$ cat src/sv/tlba_pkg.sv
// types and constants of the two-level bitmap block allocator
// no dependencies
package tlba_pkg;

	localparam int OP_W    = 2;
	localparam int ID_W    = 12;
	localparam int CNT_W   = 7;
	localparam int ST_W    = 2;
	localparam int BIT_W   = 6;
	localparam int CHAIN_W = 6;
	localparam int WORD_W  = 64;

	localparam logic [OP_W-1:0] OP_ALLOC   = 2'd0;
	localparam logic [OP_W-1:0] OP_RELEASE = 2'd1;
	localparam logic [OP_W-1:0] OP_MARK    = 2'd2;

	localparam logic [ST_W-1:0] ST_ALLOC   = 2'd0;
	localparam logic [ST_W-1:0] ST_DONE    = 2'd1;
	localparam logic [ST_W-1:0] ST_NOSPACE = 2'd2;
	localparam logic [ST_W-1:0] ST_BADID   = 2'd3;

	typedef enum logic [2:0] {
		S_IDLE,
		S_DECODE,
		S_READ,
		S_GRANT,
		S_MODIFY
	} state_t;

	// controller to datapath
	typedef struct packed {
		logic load;
		logic rd;
		logic grant;
		logic modify;
		logic emit_bad;
		logic emit_nospace;
	} cmd_t;

	// datapath to controller
	typedef struct packed {
		logic is_alloc;
		logic is_relmark;
		logic rem_zero;
		logic id_bad;
		logic short_space;
		logic burst_done;
		logic slot_free;
	} sts_t;

endpackage

$ cat src/sv/tlba_ctrl.sv
// allocator sequencer: decodes an item and steps read / grant / modify
// depends on tlba_pkg
module tlba_ctrl (
	input  logic          clk,
	input  logic          arst_n,
	input  logic          in_valid,
	output logic          in_stall,
	input  tlba_pkg::sts_t sts,
	output tlba_pkg::cmd_t cmd
);

	tlba_pkg::state_t state_q, state_d;

	always_ff @(posedge clk or negedge arst_n) begin
		if (!arst_n) begin
			state_q <= tlba_pkg::S_IDLE;
		end else begin
			state_q <= state_d;
		end
	end

	always_comb begin
		state_d  = state_q;
		cmd      = '0;
		in_stall = 1'b1;
		case (state_q)
			tlba_pkg::S_IDLE: begin
				in_stall = 1'b0;
				if (in_valid) begin
					cmd.load = 1'b1;
					state_d  = tlba_pkg::S_DECODE;
				end
			end
			tlba_pkg::S_DECODE: begin
				if (sts.is_alloc) begin
					if (sts.rem_zero) begin
						state_d = tlba_pkg::S_IDLE;
					end else if (sts.short_space) begin
						if (sts.slot_free) begin
							cmd.emit_nospace = 1'b1;
							state_d          = tlba_pkg::S_IDLE;
						end
					end else begin
						state_d = tlba_pkg::S_READ;
					end
				end else if (sts.is_relmark) begin
					if (sts.id_bad) begin
						if (sts.slot_free) begin
							cmd.emit_bad = 1'b1;
							state_d      = tlba_pkg::S_IDLE;
						end
					end else begin
						state_d = tlba_pkg::S_READ;
					end
				end else begin
					state_d = tlba_pkg::S_IDLE;
				end
			end
			tlba_pkg::S_READ: begin
				cmd.rd  = 1'b1;
				state_d = sts.is_alloc ? tlba_pkg::S_GRANT : tlba_pkg::S_MODIFY;
			end
			tlba_pkg::S_GRANT: begin
				if (sts.slot_free) begin
					cmd.grant = 1'b1;
					state_d   = sts.burst_done ? tlba_pkg::S_IDLE : tlba_pkg::S_READ;
				end
			end
			tlba_pkg::S_MODIFY: begin
				if (sts.slot_free) begin
					cmd.modify = 1'b1;
					state_d    = tlba_pkg::S_IDLE;
				end
			end
			default: begin
				state_d = tlba_pkg::S_IDLE;
			end
		endcase
	end

endmodule

$ cat config.mk
export PLATFORM = sky130hd
export DESIGN_NAME = tlba_ctrl
export DESIGN_NICKNAME = d
export VERILOG_FILES = /design/src/sv/tlba_pkg.sv /design/src/sv/tlba_ctrl.sv
export SDC_FILE = /design/constraint.sdc
export NUM_CORES = 1
export LEC_CHECK = 0
export ABC_CLOCK_PERIOD_IN_PS = 3050
export BUFFER_PORTS_ARGS = -buffer_cell sky130_fd_sc_hd__buf_2
export CAP_MARGIN = 25
export CORE_AREA = 4 4 41 43
export CTS_CLUSTER_DIAMETER = 30
export CTS_CLUSTER_SIZE = 12
export DETAILED_ROUTE_END_ITERATION = 10
export DIE_AREA = 0 0 45 47
export GPL_ROUTABILITY_DRIVEN = 1
export PLACE_DENSITY = 0.47
export SYNTH_ARGS = -nofsm -noshare
export SYNTH_HDL_FRONTEND = slang
export SYNTH_SLANG_ARGS = --single-unit
$ cat constraint.sdc
create_clock -name clk -period 3.05 [get_ports clk]
set_clock_uncertainty 0.15 [all_clocks]
set_input_delay 0.61 -clock clk [delete_from_list [all_inputs] [get_ports clk]]
set_output_delay 0.61 -clock clk [all_outputs]
set_load 0.02 [all_outputs]
After elaboration in Yosys (flattened, before gate mapping)
Index checks and enable logic that the tools add are counted.
{"block": "op_classes", "n_div": 0, "bitwise": 0, "reduce_logical": 2, "shifts": 0, "order_cmp": 0, "n_mul": 0, "eq_ne": 6, "add_sub_neg": 0, "mux": 25}
{"op": "$mux 3", "count": 9}
{"op": "$pmux 3 s5", "count": 1}
{"op": "$mux 1", "count": 13}
{"op": "$eq 3x2->1 const B", "count": 2}
{"op": "$mux 2", "count": 2}
{"op": "$ne 2x2->1 const B", "count": 2}
{"op": "$eq 3x1->1 const B", "count": 1}
{"op": "$eq 3x3->1 const B", "count": 1}
{"op": "$logic_not 3->1", "count": 1}
{"op": "$reduce_and 2->1", "count": 1}
{"block": "word_totals", "latch_bits": 0, "memories": 0, "romBits": 0, "input_bits": 10, "ramBits": 0, "reg_bits": 3, "elab_cells": 34}

Logic depth before layout (Yosys ltp)
{"block": "logic_depth", "ltp_word": 5, "depth_mapped": 4, "ltp_nobuf": 3}

Worst setup path after synthesis
OpenSTA, ideal clock, no wires.
{"block": "synth_path", "kind": "input -> output", "start": "input sts[4] (netlist bit)", "end": "output cmd[0] (netlist bit)", "t_arrival_ns": 1.456, "slack_ns": 0.834, "t_required_ns": 2.290, "stages": 2, "path_cell_list": "nand3b_1 nor4_1"}
{"element": "start: declaration", "line_no": "tlba_ctrl.sv:8", "text": "input tlba_pkg::sts_t sts,"}
{"element": "end: declaration", "line_no": "tlba_ctrl.sv:9", "text": "output tlba_pkg::cmd_t cmd"}

==> results.py <==
metrics = {
    "final_layout": {
        "synthToLayoutAreaGrowth_pct": 40.7,
        "largest_reg_flops": 3,
        "n_antenna_cell": 0,
        "nNetsFinal": 60,
        "top_register": "state_q",
        "layout-drive-gt1-share": 0.449,
        "top_regs": "state_q (3)",
        "final_common_cell": "buf_2",
        "final_cell_mix": "buf_2, nor2_1, clkbuf_4, dfrtp_1",
    },
    "sta": {
        "fin_hold_ws_ns": 0.0130,
        "fmax_mhz": 476,
        "min_period_ns": 2.10,
        "finalSetupViolCount": 0,
        "final_max_slew_viol_count": 0,
        "slew_headroom": 0.802,
        "timing.final.crit_share": 0.689,
        "worst_slew_pin_slew_ns": 0.297,
        "finalHoldViolations": 0,
        "tns_ns": 0,
        "setup_slack_ns": 0.947,
        "rsz0062_at_grt": "false",
    },
    "synth": {
        "synthCells": 31,
        "yosys.area.top_type": "dfrtp_1",
        "yosysTopAreaCellShare": 0.287,
        "syn-num-nets": 41,
        "ys_top_cells_by_area": "dfrtp_1, mux2_4, nand3b_1",
        "ys_ff_latch": 3,
        "syn_avg_cell_area_um2": 8.44,
        "async_reset_ff_frac": 1.00,
        "synth_area_um2": 262,
        "synthFlopType": "dfrtp_1",
        "seq_area_frac_synth": 0.287,
        "ys_warn_count": 0,
        "yosysUniqueCellTypes": 22,
        "synth_edf_count": 0,
    },
    "clock_network": {
        "insertion_delay_ns": 0.24,
        "cts_made_buffers": 3,
        "cts.sinks": 3,
        "ctsHtreeMaxLevel": 1,
        "clk_pin_slew_worst_paths_ns": 0.04,
        "tritoncts": "done",
        "ctsHoldBuffers": 0,
        "cts-root-buf": "clkbuf_4",
        "clk_path_buf_depth": 2,
        "ctsResizeCount": 0,
        "post_cts_buffers": 0,
    },
    "die": {
        "fp.dieW_um": 45,
        "placementRows": 13,
        "fp.dieArea_um2": 2120,
        "start_util": 0.201,
        "core_region_area_um2": 1300,
        "die_h_um": 47,
        "io_pins": 17,
    },
    "power_and_ir_drop": {
        "power_density_nw_per_um2": 893,
        "peakVddDrop_mv": 0.183,
        "total_leakage_power_nw": 0.179,
    },
    "setup_path": {
        "required_ns": 2.29,
        "cp_max_fo": 9,
        "cp.arrival_ns": 1.34,
        "crit_path_end_kind": "output pin",
        "critPathKind": "register to output pin",
        "cp-start-kind": "register",
    },
    "grt": {
        "antenna_found_initial": 0,
        "grt_start_max_net_pins": 11,
        "overflow": 0,
        "grt_pass1_wl_mm": 1.10,
        "grt_pass1_vias": 246,
        "grt_usage": 0.0760,
    },
    "placement": {
        "gp_congestion": 0.690,
        "dp_slack_ns": 0.980,
        "io_buffers": 16,
    },
    "route": {
        "drc": 0,
        "vias": 288,
        "first_pass_iters": 4,
        "via_per_inst": 4.50,
        "avgRoutedWirePerCell_um": 11.1,
        "first_iter_violations": 4,
        "antenna_left": 0,
        "finalWirelength_um": 708,
    },
    "flow_run": {
        "maxCapViolations": 0,
    },
    "worst_hold_path": {
        "holdCritPathClass": "input port to async pin",
    },
    "run_status": {
        "status": "finished clean",
    },
}
[worst paths after layout]
| path | slack (ns) | from | cells after the start | endpoint |
|---|---|---|---|---|
| setup / recovery | 0.95 | state_q[1] | 3 | cmd[5] |
| hold / removal | 0.01 | arst_n | 1 | state_q[2] |
| setup reg to reg | 1.78 | state_q[1] | 3 | state_q[0] |
| hold reg to reg | 0.44 | state_q[2] | 1 | state_q[1] |
| max in group asynchronous | 2.62 | arst_n | 1 | state_q[1] |
| min in group clk | 0.44 | state_q[2] | 1 | state_q[1] |
[per-layer routing]
layer | vias up | share of wire | GRT usage
li1 | 151 | - | -
met3 | 0 | 0.082 | 0.0345
met1 | 126 | 0.46 | 0.0984
met4 | 0 | 0 | 0.0702
met5 | - | 0 | 0
met2 | 11 | 0.45 | 0.0904
[cell usage after synthesis (2+ instances only)]
| cell type | n |
|---|---|
| dfrtp_1 | 3 |
| nor4_1 | 2 |
| nor3b_1 | 2 |
| nand3b_1 | 2 |
| a21oi_1 | 2 |
| nor2_1 | 4 |
[through the flow]
stage / instances / power, mW / util / instance area (um^2)
finish: 64 / 0.329 / 0.283 / 368
global route: 64 / 0.363 / 0.283 / 368
CTS: 64 / 0.336 / 0.283 / 368
detailed placement: 60 / 0.260 / 0.263 / 342
global placement: 60 / 0.261 / 0.263 / 342
floorplan: 31 / 0.232 / - / 262
[power by group]
group	switching, mW	internal (mW)
clock	0.0223	0.0492
combinational	0.0840	0.0748
sequential	0.0415	0.0569
total	0.148	0.181
[worst max-delay path: stages (launching register included)]
cell     delay [ns]
dfrtp_1        0.47
or3_4          0.41
nor2_2         0.07
buf_2          0.16
[cell families (layout without fill, tap and decap cells)]
group / Yosys count / count (layout) / share of synthesized area
compound gates: 7 / 7 / 0.163
buf+inv: 3 / 21 / 0.0861
mux: 1 / 1 / 0.0574
simple gates: 17 / 17 / 0.407
flops: 3 / 3 / 0.287
[cell type report]
cell class | instances | area, um^2
clock buffer | 4 | 26.3
fill | 154 | 933
inverter | 1 | 3.75
multi-input combinational | 25 | 164
sequential | 3 | 75.1
tap | 15 | 18.8
timing repair buffer | 16 | 80.1
No activity file was read; power rests on OpenSTA's default activity.
